## config.mk

```make
export PLATFORM = sky130hd
export DESIGN_NAME = lrfb_queue
export DESIGN_NICKNAME = d
export VERILOG_FILES = /design/src/hw/rtl/lrfb_pkg.sv /design/src/hw/rtl/lrfb_queue.sv
export SDC_FILE = /design/constraint.sdc
export NUM_CORES = 1
export LEC_CHECK = 0
export ABC_AREA = 1
export BUFFER_PORTS_ARGS = -buffer_cell sky130_fd_sc_hd__buf_2
export CORE_AREA = 2 2 86 104
export DETAILED_ROUTE_END_ITERATION = 6
export DIE_AREA = 0 0 88 106
export PLACE_DENSITY_LB_ADDON = 0.25
export SLEW_MARGIN = 20
export SYNTH_ARGS = -nofsm -noshare
export SYNTH_HDL_FRONTEND = slang
export SYNTH_SLANG_ARGS = --single-unit
export TNS_END_PERCENT = 10
```

## constraint.sdc

```tcl
create_clock -name aclk -period 3.15 [get_ports aclk]
set_input_delay 0.4725 -clock aclk [delete_from_list [all_inputs] [get_ports aclk]]
set_output_delay 0.4725 -clock aclk [all_outputs]
set_load 0.02 [all_outputs]
```

## src/hw/rtl/lrfb_pkg.sv

```systemverilog
// ----------------------------------------------------------------------------
// lrfb_pkg: shared types and codes of the line rasterizer framebuffer
// Command codes, the decoded operation that travels from the front end to
// the back end, and fixed widths that follow from the 8-bit coordinates.
// ----------------------------------------------------------------------------
package lrfb_pkg;

    localparam logic [1:0] CMD_CLEAR = 2'd0;
    localparam logic [1:0] CMD_LINE  = 2'd1;
    localparam logic [1:0] CMD_READ  = 2'd2;

    // page (5 bits) times width (8 bits) plus column fits in 13 bits
    localparam int IDX_W  = 13;
    localparam int RADR_W = 10;

    typedef struct packed {
        logic [1:0]        cmd;
        logic              steep;
        logic              step_down;
        logic              ink;
        logic [7:0]        major0;
        logic [7:0]        minor0;
        logic [7:0]        dx;
        logic [7:0]        dy;
        logic [RADR_W-1:0] read_address;
    } line_op_t;

endpackage

```

## src/hw/rtl/lrfb_queue.sv

```systemverilog
// ----------------------------------------------------------------------------
// lrfb_queue: two-entry operation queue
// Decouples command setup from the pixel engine so either side can stall.
// ----------------------------------------------------------------------------
module lrfb_queue (
    input  logic                aclk,
    input  logic                aresetn,
    input  logic                push,
    output logic                ready,
    input  lrfb_pkg::line_op_t  wr_data,
    output logic                valid,
    input  logic                pop,
    output lrfb_pkg::line_op_t  rd_data
);

    lrfb_pkg::line_op_t entry_reg [2];
    logic       wr_ptr_reg, wr_ptr_next;
    logic       rd_ptr_reg, rd_ptr_next;
    logic [1:0] count_reg, count_next;

    assign ready   = count_reg != 2'd2;
    assign valid   = count_reg != 2'd0;
    assign rd_data = entry_reg[rd_ptr_reg];

    always_comb begin
        wr_ptr_next = push ? !wr_ptr_reg : wr_ptr_reg;
        rd_ptr_next = pop  ? !rd_ptr_reg : rd_ptr_reg;
        count_next  = count_reg;
        if (push && !pop) begin
            count_next = count_reg + 2'd1;
        end else if (pop && !push) begin
            count_next = count_reg - 2'd1;
        end
    end

    always_ff @(posedge aclk) begin
        if (!aresetn) begin
            wr_ptr_reg <= 1'b0;
            rd_ptr_reg <= 1'b0;
            count_reg  <= 2'd0;
        end else begin
            wr_ptr_reg <= wr_ptr_next;
            rd_ptr_reg <= rd_ptr_next;
            count_reg  <= count_next;
        end
    end

    always_ff @(posedge aclk) begin
        if (push) begin
            entry_reg[wr_ptr_reg] <= wr_data;
        end
    end

endmodule

```

==> metrics list <==
- The flow ran to the end, and the final reports show no timing, DRC or antenna violations.
- The max-slew violation count was 0.
* Clock Latency Late Sink: 0.35 ns
* Finished Layout Cells: approximately 410
- Transition at the pin with the smallest max-transition slack: around 0.60 ns
* Post-CTS setup repair buffer count: 0
* Ratio of cells with drive above 1 in the final layout: a little under three fifths
- Clock-pin slew was measured on the worst setup and hold paths at 0.10 ns.
- Setup repair after global routing left no endpoint under its margin.
* Antenna violations before repair: 0
* Detailed-route vias per instance: 4.59
* Crit share post-route: between 70% and 80%
* Headroom to the max-slew limit: around three fifths
* Area occupied by multi-input gates: around 750 µm²
- Highest clock frequency the design can meet: approximately 440 MHz
- The detailed router placed 1891 vias in this run.
* Layout Skew: around 0.011 ns
- Leaving out fill and tap cells, the most frequent cells in the layout are sky130_fd_sc_hd__buf_2, sky130_fd_sc_hd__edfxtp_1, sky130_fd_sc_hd__mux2_4, sky130_fd_sc_hd__mux2_2, sky130_fd_sc_hd__nand2_1.
- Avg WL per Cell: roughly 15 µm
* Placement Setup Slack: 1.24 ns
- The cell sitting at the root of the clock tree is a sky130_fd_sc_hd__clkbuf_8.
- Initial Utilization: between 40 and 50%
* Critical path arrival: 1.78 ns
* Total Power: between 2 and 3 mW
- The clock period could shrink to approximately 2.3 ns.
- The number of endpoints with negative hold slack in the final report was 0.
- Setup slack on the critical path of the routed design comes to between 0.8 and 0.9 ns.
- The register with the most flip-flops in the layout has 94 of them.
- Pwr/cell area: 577 nW/µm²
- Pin count of the biggest net entering global routing: 30
- Data required time at the worst endpoint: roughly 2.7 ns
- First-pass GRT wire length: 9080 µm
* Synthesis-to-layout area growth: 22.5%
- For this block, the initial DRC count from the detailed router was slightly below 60.
- In this run the deepest clock path goes through 2 buffers.
- First-pass iteration count of the detailed router: 4
* Synthesized area per cell: between 20 and 25 µm²
- Cell Rows: 37
* Final ANT Viol Nets: 0
* Post-cts sizing count: 0
* Category of the critical setup timing path: flop to output port
* Clock buffer count from CTS: 9
* Boundary pin count: 100
- At the end of routability-driven placement, the weighted congestion stood at around 0.73.
* Commonest non-fill, non-tap cell in the layout: sky130_fd_sc_hd__buf_2
* Storage element area: between 2000 and 3000 µm²
- VDD IR max: 307 µV
- Yosys synthesis warning count: 0
- Total GRT Usage: between 10% and 20%
- Core area: between 8000 and 9000 µm²
- From bottom edge to top edge, the die measures around 110 µm.
- TritonCTS built the clock tree.
* Vias in the first global route: 1905
- After legalization and detailed placement, the total HPWL measured approximately 4000 µm.
- Fill cells in the final layout number 685.
* Remaining design rule violation count: 0
- Hold buffer count at CTS: 0
- Setup violations remaining at the end of the flow were counted as 0.
- Port Buf Inserts: 99
* Total Routed Length: approximately 6000 µm
- STA classifies the critical path startpoint as a flop.
- Sequential element share of the synthesized area: around 78%
- Setup total negative slack on the finished layout was measured at 0 ns.
- Total congestion overflow: 0
- Net count after synthesis: 233
* Number of levels in the clock H-tree: 3
- Cell area after synthesis: roughly 3700 µm²
- Worst min path class: input port to flop
- Critical-path maximum fanout: 17
* Total of max-cap violations: 0
- Summed over all cells, the static leakage comes to 1.81 nW.
- Number of sinks handled by clock tree synthesis: 99
- The worst setup path is captured at an output port.
- The die covers ~9300 µm².
* Final net count: roughly 340
- The die is 88 µm wide.
* Antenna diode instance count: 0
* Yosys reg bits: 99
* Number of instances in the synthesized netlist: 181
- Placed Cells: 396
- Synthesis instantiated 14 different standard cells from the library.
## worst paths after layout
check / from / endpoint / slack, ns / depth (start not counted)
worst max-delay path: flop / rd_data[41] / 0.90 / 3
worst min-delay path: wr_data[38] / entry_reg[1][38]$_DFFE_PP_ / 0.30 / 1
worst max register to register: wr_ptr_reg$_SDFFE_PN0P_ / entry_reg[1][9]$_DFFE_PP_ / 1.52 / 3
worst min register to register: rd_ptr_reg$_SDFFE_PN0P_ / rd_ptr_reg$_SDFFE_PN0P_ / 0.51 / 2
## critical path, cell delays in order (launching register included)
cell                      delay (ns)
sky130_fd_sc_hd__dfxtp_2        0.54
sky130_fd_sc_hd__buf_4          0.36
sky130_fd_sc_hd__mux2_2         0.38
sky130_fd_sc_hd__buf_2          0.16
## metal layers
metal / GRT usage (%) / wire [µm] / vias up
met5: 0 / 0 / -
met4: 7.25 / 179 / 0
met3: 4.50 / 357 / 13
met2: 21.4 / 2990 / 65
met1: 15.9 / 2510 / 906
li1: - / - / 907
## synth_stat cells, drive strengths merged
cell type	number	area, µm²
a21oi	1	5.00
buf	5	50.0
dfxtp	5	100
edfxtp	94	2820
ha	1	12.5
inv	8	30.0
mux2	47	642
nand2	10	37.5
nand3	1	5.00
nand4	1	6.26
nor2	7	26.3
o21ai	1	5.00
## final cells by class
class                      count  area share, %
inverter                       8          0.655
sequential                    99           63.8
clock inverter                 5           1.17
clock buffer                  11           2.87
tap                          117           3.19
timing repair buffer         103           12.0
multi-input combinational     69           16.3
## cell families (layout without fill, tap and decap cells)
kind of cell               count (synthesis)  count (layout)  synth area share, %
DFF                                       99              99                 78.1
muxes                                     47              47                 17.2
and+or+nand+nor                           19              19                 2.01
buffers and inverters                     13             127                 2.14
AOI/OAI and AO/OA                          2               2                0.267
adders and majority gates                  1               1                0.334
## per-stage QoR
stage | util [%] | hold WS, ns | cell area, µm²
6_report | 54.7 | 0.300 | 4580
5_1_grt | 54.7 | 0.273 | 4580
4_1_cts | 54.7 | 0.282 | 4580
3_5_place_dp | 52.5 | 0.497 | 4400
3_3_place_gp | 52.5 | 0.474 | 4400
2_1_floorplan | - | 0.463 | 3740
## report_power, final
part / switching, mW / total, mW / internal, mW
logic: 0.187 / 0.337 / 0.150
clock network: 0.404 / 0.768 / 0.364
registers: 0.0223 / 1.54 / 1.52
No activity file was read; power rests on OpenSTA's default activity.
