**config.mk**
```make
export PLATFORM = sky130hd
export DESIGN_NAME = lrfb_front
export DESIGN_NICKNAME = d
export VERILOG_FILES = /design/src/hw/rtl/lrfb_pkg.sv /design/src/hw/rtl/lrfb_front.sv
export SDC_FILE = /design/constraint.sdc
export NUM_CORES = 1
export LEC_CHECK = 0
export BUFFER_PORTS_ARGS = -buffer_cell sky130_fd_sc_hd__buf_2
export CORE_MARGIN = 2
export CORE_UTILIZATION = 25
export DETAILED_ROUTE_END_ITERATION = 10
export PLACE_DENSITY = 0.46
export SETUP_SLACK_MARGIN = 0.3
export SLEW_MARGIN = 20
export SYNTH_ARGS = -nofsm -noshare
export SYNTH_HDL_FRONTEND = slang
export SYNTH_SLANG_ARGS = --single-unit
```
**constraint.sdc**
```tcl
create_clock -name aclk -period 5 [get_ports aclk]
set_clock_uncertainty 0.2 [all_clocks]
set_input_delay 0.25 -clock aclk [delete_from_list [all_inputs] [get_ports aclk]]
set_output_delay 0.25 -clock aclk [all_outputs]
set_load 0.005 [all_outputs]
```
**src/hw/rtl/lrfb_pkg.sv**
```systemverilog
// ----------------------------------------------------------------------------
// lrfb_pkg: shared types and codes of the line rasterizer framebuffer
// Command codes, the decoded operation that travels from the front end to
// the back end, and fixed widths that follow from the 8-bit coordinates.
// ----------------------------------------------------------------------------
package lrfb_pkg;

    localparam logic [1:0] CMD_CLEAR = 2'd0;
    localparam logic [1:0] CMD_LINE  = 2'd1;
    localparam logic [1:0] CMD_READ  = 2'd2;

    // page (5 bits) times width (8 bits) plus column fits in 13 bits
    localparam int IDX_W  = 13;
    localparam int RADR_W = 10;

    typedef struct packed {
        logic [1:0]        cmd;
        logic              steep;
        logic              step_down;
        logic              ink;
        logic [7:0]        major0;
        logic [7:0]        minor0;
        logic [7:0]        dx;
        logic [7:0]        dy;
        logic [RADR_W-1:0] read_address;
    } line_op_t;

endpackage

```
**src/hw/rtl/lrfb_front.sv**
```systemverilog
// ----------------------------------------------------------------------------
// lrfb_front: command intake and line setup
// Registers one incoming transaction, orders the endpoints, works out the
// steep flag, deltas and minor step direction, and pushes the operation.
// ----------------------------------------------------------------------------
module lrfb_front (
    input  logic                aclk,
    input  logic                aresetn,
    input  logic                init_busy,
    input  logic                s_tvalid,
    output logic                s_tready,
    // x_start[7:0], y_start[15:8], x_end[23:16], y_end[31:24], ink[32],
    // read_address[42:33], zero fill [47:43]
    input  logic [47:0]         s_tdata,
    // command[1:0]
    input  logic [1:0]          s_tuser,
    output logic                q_push,
    input  logic                q_ready,
    output lrfb_pkg::line_op_t  q_data
);

    logic                        in_valid_reg, in_valid_next;
    logic [1:0]                  cmd_reg;
    logic [7:0]                  x0_reg, y0_reg, x1_reg, y1_reg;
    logic                        ink_reg;
    logic [lrfb_pkg::RADR_W-1:0] radr_reg;

    logic [7:0] adx, ady;
    logic       steep;
    logic [7:0] a0, b0, a1, b1;
    logic       accept;

    assign q_push   = in_valid_reg && q_ready;
    assign s_tready = !init_busy && (!in_valid_reg || q_ready);
    assign accept   = s_tvalid && s_tready;

    always_comb begin
        in_valid_next = in_valid_reg;
        if (accept) begin
            in_valid_next = 1'b1;
        end else if (q_push) begin
            in_valid_next = 1'b0;
        end
    end

    always_ff @(posedge aclk) begin
        if (!aresetn) begin
            in_valid_reg <= 1'b0;
        end else begin
            in_valid_reg <= in_valid_next;
        end
    end

    always_ff @(posedge aclk) begin
        if (accept) begin
            cmd_reg  <= s_tuser;
            x0_reg   <= s_tdata[7:0];
            y0_reg   <= s_tdata[15:8];
            x1_reg   <= s_tdata[23:16];
            y1_reg   <= s_tdata[31:24];
            ink_reg  <= s_tdata[32];
            radr_reg <= s_tdata[42:33];
        end
    end

    always_comb begin
        adx   = (x1_reg >= x0_reg) ? (x1_reg - x0_reg) : (x0_reg - x1_reg);
        ady   = (y1_reg >= y0_reg) ? (y1_reg - y0_reg) : (y0_reg - y1_reg);
        steep = ady > adx;
        // a is the major axis, b the minor axis
        a0 = steep ? y0_reg : x0_reg;
        b0 = steep ? x0_reg : y0_reg;
        a1 = steep ? y1_reg : x1_reg;
        b1 = steep ? x1_reg : y1_reg;

        q_data.cmd          = cmd_reg;
        q_data.steep        = steep;
        q_data.ink          = ink_reg;
        q_data.read_address = radr_reg;
        q_data.dx           = steep ? ady : adx;
        q_data.dy           = steep ? adx : ady;
        if (a0 > a1) begin
            q_data.major0    = a1;
            q_data.minor0    = b1;
            q_data.step_down = !(b1 < b0);
        end else begin
            q_data.major0    = a0;
            q_data.minor0    = b0;
            q_data.step_down = !(b0 < b1);
        end
    end

endmodule

```
==> results of run 1 <==
final cells by class:
cell class / count / share of cell area [%]
Tap cell: 225 / 3.56
Multi-Input combinational cell: 351 / 41.0
Clock inverter: 2 / 0.111
Timing Repair Buffer: 349 / 34.3
Inverter: 44 / 2.09
Sequential cell: 46 / 17.3
Clock buffer: 6 / 1.63
worst max-delay path, stage by stage, from the launching register on:
cell and delay [ps]:
edfxtp_1 380, buf_4 140, buf_4 140, ha_1 340, nand4_1 150, a31oi_4 110
a211oi_4 250, buf_6 180, mux2i_4 250, xnor2_2 160, ha_1 280, a21o_1 210
a21oi_4 270, and3_4 320, o21ai_4 70, and2_4 160, ha_4 230, nor2b_4 120
o21a_1 180, o21a_1 230, buf_6 130, o21ai_4 240, buf_12 150, a22o_1 190
o311ai_4 120, buf_2 150
worst paths after layout:
path,slack (ps),start,end,depth (start not counted)
min reg2reg,480,in_valid_reg,in_valid_reg,2
min,130,q_ready,in_valid_reg,3
max,-910,x1_reg[0],q_data[26],25
max reg2reg,3250,in_valid_reg,x1_reg[4],3
metrics by stage:
stage               hold WS, ps  utilization, %  worst slack [ps]  power (uW)
global placement            226            36.9              -764        2960
global route                141            46.1             -1150        4390
floorplan                   149               -              -291        1790
finish                      126            46.1              -911        4110
CTS                         108            43.2              -806        3680
detailed placement          228            36.9              -821        2970
layer usage:
metal,wire length [um],vias to the layer above
li1,-,2385
met1,8010,2293
met2,8340,146
met3,933,16
met4,201,2
met5,13,-
synth_stat cells, drive strengths merged, types with 2 or more instances:
master,instances
ha,54
edfxtp,45
inv,44
nand2,40
nand3,28
o21ai,27
mux2i,26
a21oi,21
a21o,19
o211ai,18
clkbuf,17
a211o,14
nor2,12
buf,11
nand4,11
a31oi,10
a21boi,9
xnor2,8
a22o,7
and2,7
a211oi,6
o21a,5
fa,4
nor2b,4
xor2,4
a311oi,2
and3,2
mux2,2
nand3b,2
o311ai,2
what timing repair did:
item / 4_1_cts / 5_1_grt
hold endpoints to repair: 46 / 0
pin swaps: 22 / 40
setup endpoints to repair: 17 / 22
cloned: 3 / 5
buffers inserted: 21 / 13
gates resized for setup: 55 / 64
hold buffers: 46 / 0
kinds of logic after synthesis:
family	after synthesis
muxes	28
buffers and inverters	72
xor gates and xnor gates	12
AOI/OAI and AO/OA	142
and+or+nand+nor	109
adders and majority gates	58
DFF	46
where the power goes:
group	leakage, uW	internal [uW]	switching (uW)	total (uW)
registers	0.000429	444	9.21	453
clock network	0.0000683	183	140	323
logic	0.00329	1730	1610	3340
total	0.00378	2350	1760	4110
==> metrics.md, run 1 <==
| Metric | Value |
|---|---|
| Outcome | finished with violations |
| Failing checks | negative setup slack |
| Syn Std Cell Area | 4350 um^2 |
| Mean post-synth cell area | 9.32 um^2 |
| Nets | 910 |
| DRT iter0 DRCs | 287 |
| Final setup violation count | 17 |
| Yosys warning total | 0 |
| MaxCap Viol Count | 0 |
| Most common cell after layout, fill and taps aside | buf_4 |
| Worst-path clk slew | 60 ps |
| Cts bufs inserted | 5 |
| Register bit total from synthesis | 46 |
| Clk_lat worst skew | 290 ps |
| Placed Area | 6340 um^2 |
| Starting density of the core | 25.3% |
| Filler cells | 1,681 |
| Setup ws final | -911 ps |
| Clock Path Buffers | 2 |
| Final GP Congestion | 0.960 |
| Total routed wirelength | 17,500 um |
| Main combinational cell family by area after synthesis | compound AO/OA/AOI/OAI gates |
| Layout cells sized above 1 | 50.0% |
| Compound-Gate Fraction of Synth Area | 22.9% |
| Syn_nets | 580 |
| LEAKAGE | 0.00378 uW |
| Crit path launch type | flop |
| Slew @ Worst Pin | 615 ps |
| DIE HEIGHT | 136 um |
| Via density | 4.73 |
| CORE AREA | 17,200 um^2 |
| Chip Width | 136 um |
| Footprint of the multi-input gates | 3250 um^2 |
| Post-synth top area share | 31.0% |
| Synth Area in Adders | 17.4% |
| Power Density | 520 nW/um^2 |
| Setup TNS Final | -14,840 ps |
| Vias in the first global route | 4,803 |
| Post-Synthesis Cells | 467 |
| Mux contribution to synthesized area | 6.50% |
| Worst Path Max Fanout | 6 |
| Router iterations before antenna repair | 5 |
| Drt drc | 0 |
| Post-route cell area | 7920 um^2 |
| Max reg flops | 10 |
| Synth area leader | edfxtp_1 |
| Detailed-route wire length per cell | 17.1 um |
| H-tree depth | 2 |
| Non-Filler Instances | 1,023 |
| Min-delay worst type | input pin to flop |
| WP data arrival | 5460 ps |
| M3 GR Usage | 2.35% |
| Area contributors post-synth | edfxtp_1, ha_1, mux2i_1 |
| Die ar. | 18,500 um^2 |
| Vias | 4,842 |
| Simple-gate portion of the synthesized area | 12.0% |
| Row cnt | 48 |
| Ys async rst share | 0% |
| Antenna violations before repair | 1 |
| Peak Freq | 0.169 GHz |
| RSZ-0062 raised after global routing | true |
| Worst setup path class | flop to output port |
| Antenna diodes | 0 |
| Seq/Total Area, Yosys | 31.5% |
| HPWL after DPL | 12,500 um |
| Required time of the critical path | 4550 ps |
| Max-slew headroom | 59.0% |
| Gr usage total | 18.0% |
| Clock Tree Root | clkbuf_16 |
| First-pass GRT wire length | 25,600 um |
| Count of flip-flops with a built-in enable after synthesis | 45 |
| Final period util | 118% |
| Largest net degree at the start of global routing | 47 |
| Commonest non-fill, non-tap cells in the layout | buf_4, buf_2, ha_1, dlygate4sd3_1, edfxtp_1 |
| GRT met2 Usage | 30.1% |
| Register Area | 1370 um^2 |
| Most used DFF post-synth | edfxtp_1 |
| XOR/XNOR Fraction of Synth Area | 2.93% |
| CTS tree | built |
| Critical Path Sink Type | output port |
| Antenna viol nets, final | 0 |
| Slew Limit Fails | 0 |
| Maximum VDD drop | 0.000315 V |
| I/O pin count | 104 |
| Synth unique cells | 44 |
| GRT Max-Usage Layer | met2 |
| Final min period | 5910 ps |
| Final Hold Vio Count | 0 |
| IO buf count | 98 |
| Synth-to-layout area growth | 81.9% |
| Grt total ovfl | 0 |
| Placed cell count | 927 |
| CTS Sinks | 46 |
| M1 GR Usage | 25.0% |
No activity file was read; power rests on OpenSTA's default activity.
==> inputs of run 2 (changes only) <==
--- a/config.mk
+++ b/config.mk
@@ -6,7 +6,8 @@
 export NUM_CORES = 1
 export LEC_CHECK = 0
 export BUFFER_PORTS_ARGS = -buffer_cell sky130_fd_sc_hd__buf_2
-export CORE_MARGIN = 2
+export CAP_MARGIN = 20
+export CORE_MARGIN = 5
 export CORE_UTILIZATION = 25
 export DETAILED_ROUTE_END_ITERATION = 10
 export PLACE_DENSITY = 0.46
==> run 2 against run 1 <==
The run still ends with negative setup slack left. Sequential cell count did not move. Register-to-register slack better by 40 ps. Final cell count is 1.3% lower. Die area grew 9.0%. Sequential share of layout area increased by 0.39 points. Wire length shrank 5.8%. Total power is 6.6% lower. Sequential power barely moved. Core utilization is 1.0 points lower. First-iteration DRC count is 9.4% lower. Largest cell class unchanged.
==> metrics.md, run 2 (synthesized netlist as in run 1, its figures left out) <==
| Metric | Value |
|---|---|
| Crit path launch type | flop |
| Layout cells sized above 1 | 49.4% (-0.57 points) |
| Grt total ovfl | 0 (unchanged) |
| Met2 Routed Length | 7920 um (-5.0%) |
| Min-delay worst type | input pin to flop |
| Power Density | 496 nW/um^2 (-4.5%) |
| Highest Signal Layer | met4 |
| Nets | 897 (-1.4%) |
| Most common cell after layout, fill and taps aside | buf_4 |
| Cts bufs inserted | 5 (unchanged) |
| Clock Path Buffers | 2 (unchanged) |
| Outcome | finished with violations |
| Chip Width | 142 um (+4.4%) |
| DRT iter0 DRCs | 260 (-9.4%) |
| Failing checks | negative setup slack |
| DIE HEIGHT | 142 um (+4.4%) |
| Row cnt | 48 (unchanged) |
| Antenna violations before repair | 0 (-1) |
| I/O pin count | 104 (unchanged) |
| Worst hold margin | 112 ps (-13.6 ps) |
| IO buf count | 98 (unchanged) |
| Met1 WL | 7650 um (-4.4%) |
| Synth-to-layout area growth | 77.9% |
| Setup ws final | -891 ps (+20.0 ps) |
| CTS Sinks | 46 (unchanged) |
| Largest net degree at the start of global routing | 47 (unchanged) |
| Detailed-route wire length per cell | 16.3 um (-4.5%) |
| CTS tree | built |
| Max reg flops | 10 (unchanged) |
| Vias | 4,755 (-1.8%) |
| MaxCap Viol Count | 0 (unchanged) |
| Critical Path Sink Type | output port |
| Worst Path Max Fanout | 8 (+2) |
| Antenna viol nets, final | 0 (unchanged) |
| H-tree depth | 2 (unchanged) |
| Final setup violation count | 17 (unchanged) |
| CORE AREA | 17,200 um^2 (unchanged) |
| Required time of the critical path | 4550 ps (about the same) |
| Worst setup path class | flop to output port |
| Slew @ Worst Pin | 617 ps (+1.48 ps) |
| Clk_lat worst skew | 290 ps (about the same) |
| First-pass GRT wire length | 25,500 um (-0.30%) |
| WL met3 | 748 um (-20%) |
| Final Hold Vio Count | 0 (unchanged) |
| Worst-path clk slew | 60 ps (about the same) |
| LEAKAGE | 0.00365 uW (-3.5%) |
| Drt drc | 0 (unchanged) |
| Vias in the first global route | 4,866 (+1.3%) |
| HPWL after DPL | 12,700 um (+1.3%) |
| Max-slew headroom | 58.9% (-0.098 points) |
| Peak Freq | 0.170 GHz (+0.34%) |
| Clock Tree Root | clkbuf_16 |
| Maximum VDD drop | 0.000305 V (-3.4%) |
| Worst slack at placement | -796 ps (+25.5 ps) |
| Via density | 4.71 (-0.53%) |
| Starting density of the core | 25.3% (unchanged) |
| Router iterations before antenna repair | 4 (-1) |
| Commonest non-fill, non-tap cells in the layout | buf_4, buf_2, dlygate4sd3_1 |
| Final GP Congestion | 0.903 (-6.0%) |
| Die ar. | 20,200 um^2 (+9.0%) |
| Antenna diodes | 0 (unchanged) |
| Slew Limit Fails | 0 (unchanged) |
| WP data arrival | 5440 ps (-20 ps) |
| Gr usage total | 15.9% (-2.2 points) |
| RSZ-0062 raised after global routing | true |
| Total routed wirelength | 16,500 um (-5.8%) |
| Final min period | 5890 ps (-20.0 ps) |
| Filler cells | 1,713 (+1.9%) |
| Final period util | 118% (-0.40 points) |
## run 2: changes by cell type in the layout (fill, tap and decap cells not counted), moves of 3 or more
cell / change
buf_4: -5
mux2i_1: -4
nand3_1: +4
ha_4: +3
mux2i_4: +3
## run 2: metrics by stage
stage / utilization (%) / total power, uW / instance area [um^2] / TNS [ps] / instances
after detailed placement: 37.1 / 2960 / 6360 / -11960 / 934
after global placement: 37.1 / 2940 / 6360 / -10130 / 934
after global routing: 45.1 / 4120 / 7740 / -16990 / 1010
after floorplan: - / 1790 / 4450 / -4550 / 467
final: 45.1 / 3840 / 7740 / -14130 / 1010
after CTS: 42.6 / 3570 / 7320 / -12880 / 999
## run 2: path summary, 6_finish.rpt
kind	to	from	cells after the start	slack [ps]
max	q_data[38]	y1_reg[0]	27	-890
max reg2reg	x0_reg[4]	in_valid_reg	3	3290
min reg2reg	in_valid_reg	in_valid_reg	2	460
min	in_valid_reg	q_ready	3	110
## run 2: layout make-up
type,count,area [um^2],share of cell area [%]
Sequential cell,46,1370,17.7
Clock inverter,3,11.3,0.145
Inverter,44,165,2.13
Clock buffer,5,125,1.62
Multi-Input combinational cell,350,3260,42.1
Timing Repair Buffer,337,2530,32.7
Tap cell,225,282,3.64
## run 2: timing repair
item                                   in CTS  in global routing
pin swaps                                  20                 32
gates resized for setup                    57                 60
setup endpoints to repair                  18                 26
gates cloned                                1                  2
buffers inserted                           10                  9
endpoints found under the hold margin      46                  0
hold buffers                               46                  0
## run 2: metal layers
layer  vias up  global-route usage (%)
li1       2354                       -
met1      2262                    22.3
met2       128                    26.5
met3        11                    1.65
met4         0                    3.28
met5         -                       0
## run 2: report_power, final
part | total [uW] | internal, uW | switching, uW
clock | 321 | 180 | 140
sequential | 453 | 444 | 8.95
combinational | 3070 | 1570 | 1500
## run 2: critical path, cell delays in order (launching register included)
cell and delay [ps]:
edfxtp_1 380, inv_1 70, ha_2 180, inv_2 40, fa_2 360, nand3_2 110
a31oi_4 100, a211oi_4 170, buf_6 190, mux2i_4 260, xor2_2 220, inv_2 80
ha_4 260, a21o_1 210, a21oi_4 200, buf_6 120, and3_4 250, o21ai_2 80
and2_4 170, ha_4 210, nor2b_4 120, o21a_1 160, o21a_1 220, o21a_4 250
buf_6 150, a211o_1 240, o211ai_1 160, buf_2 180
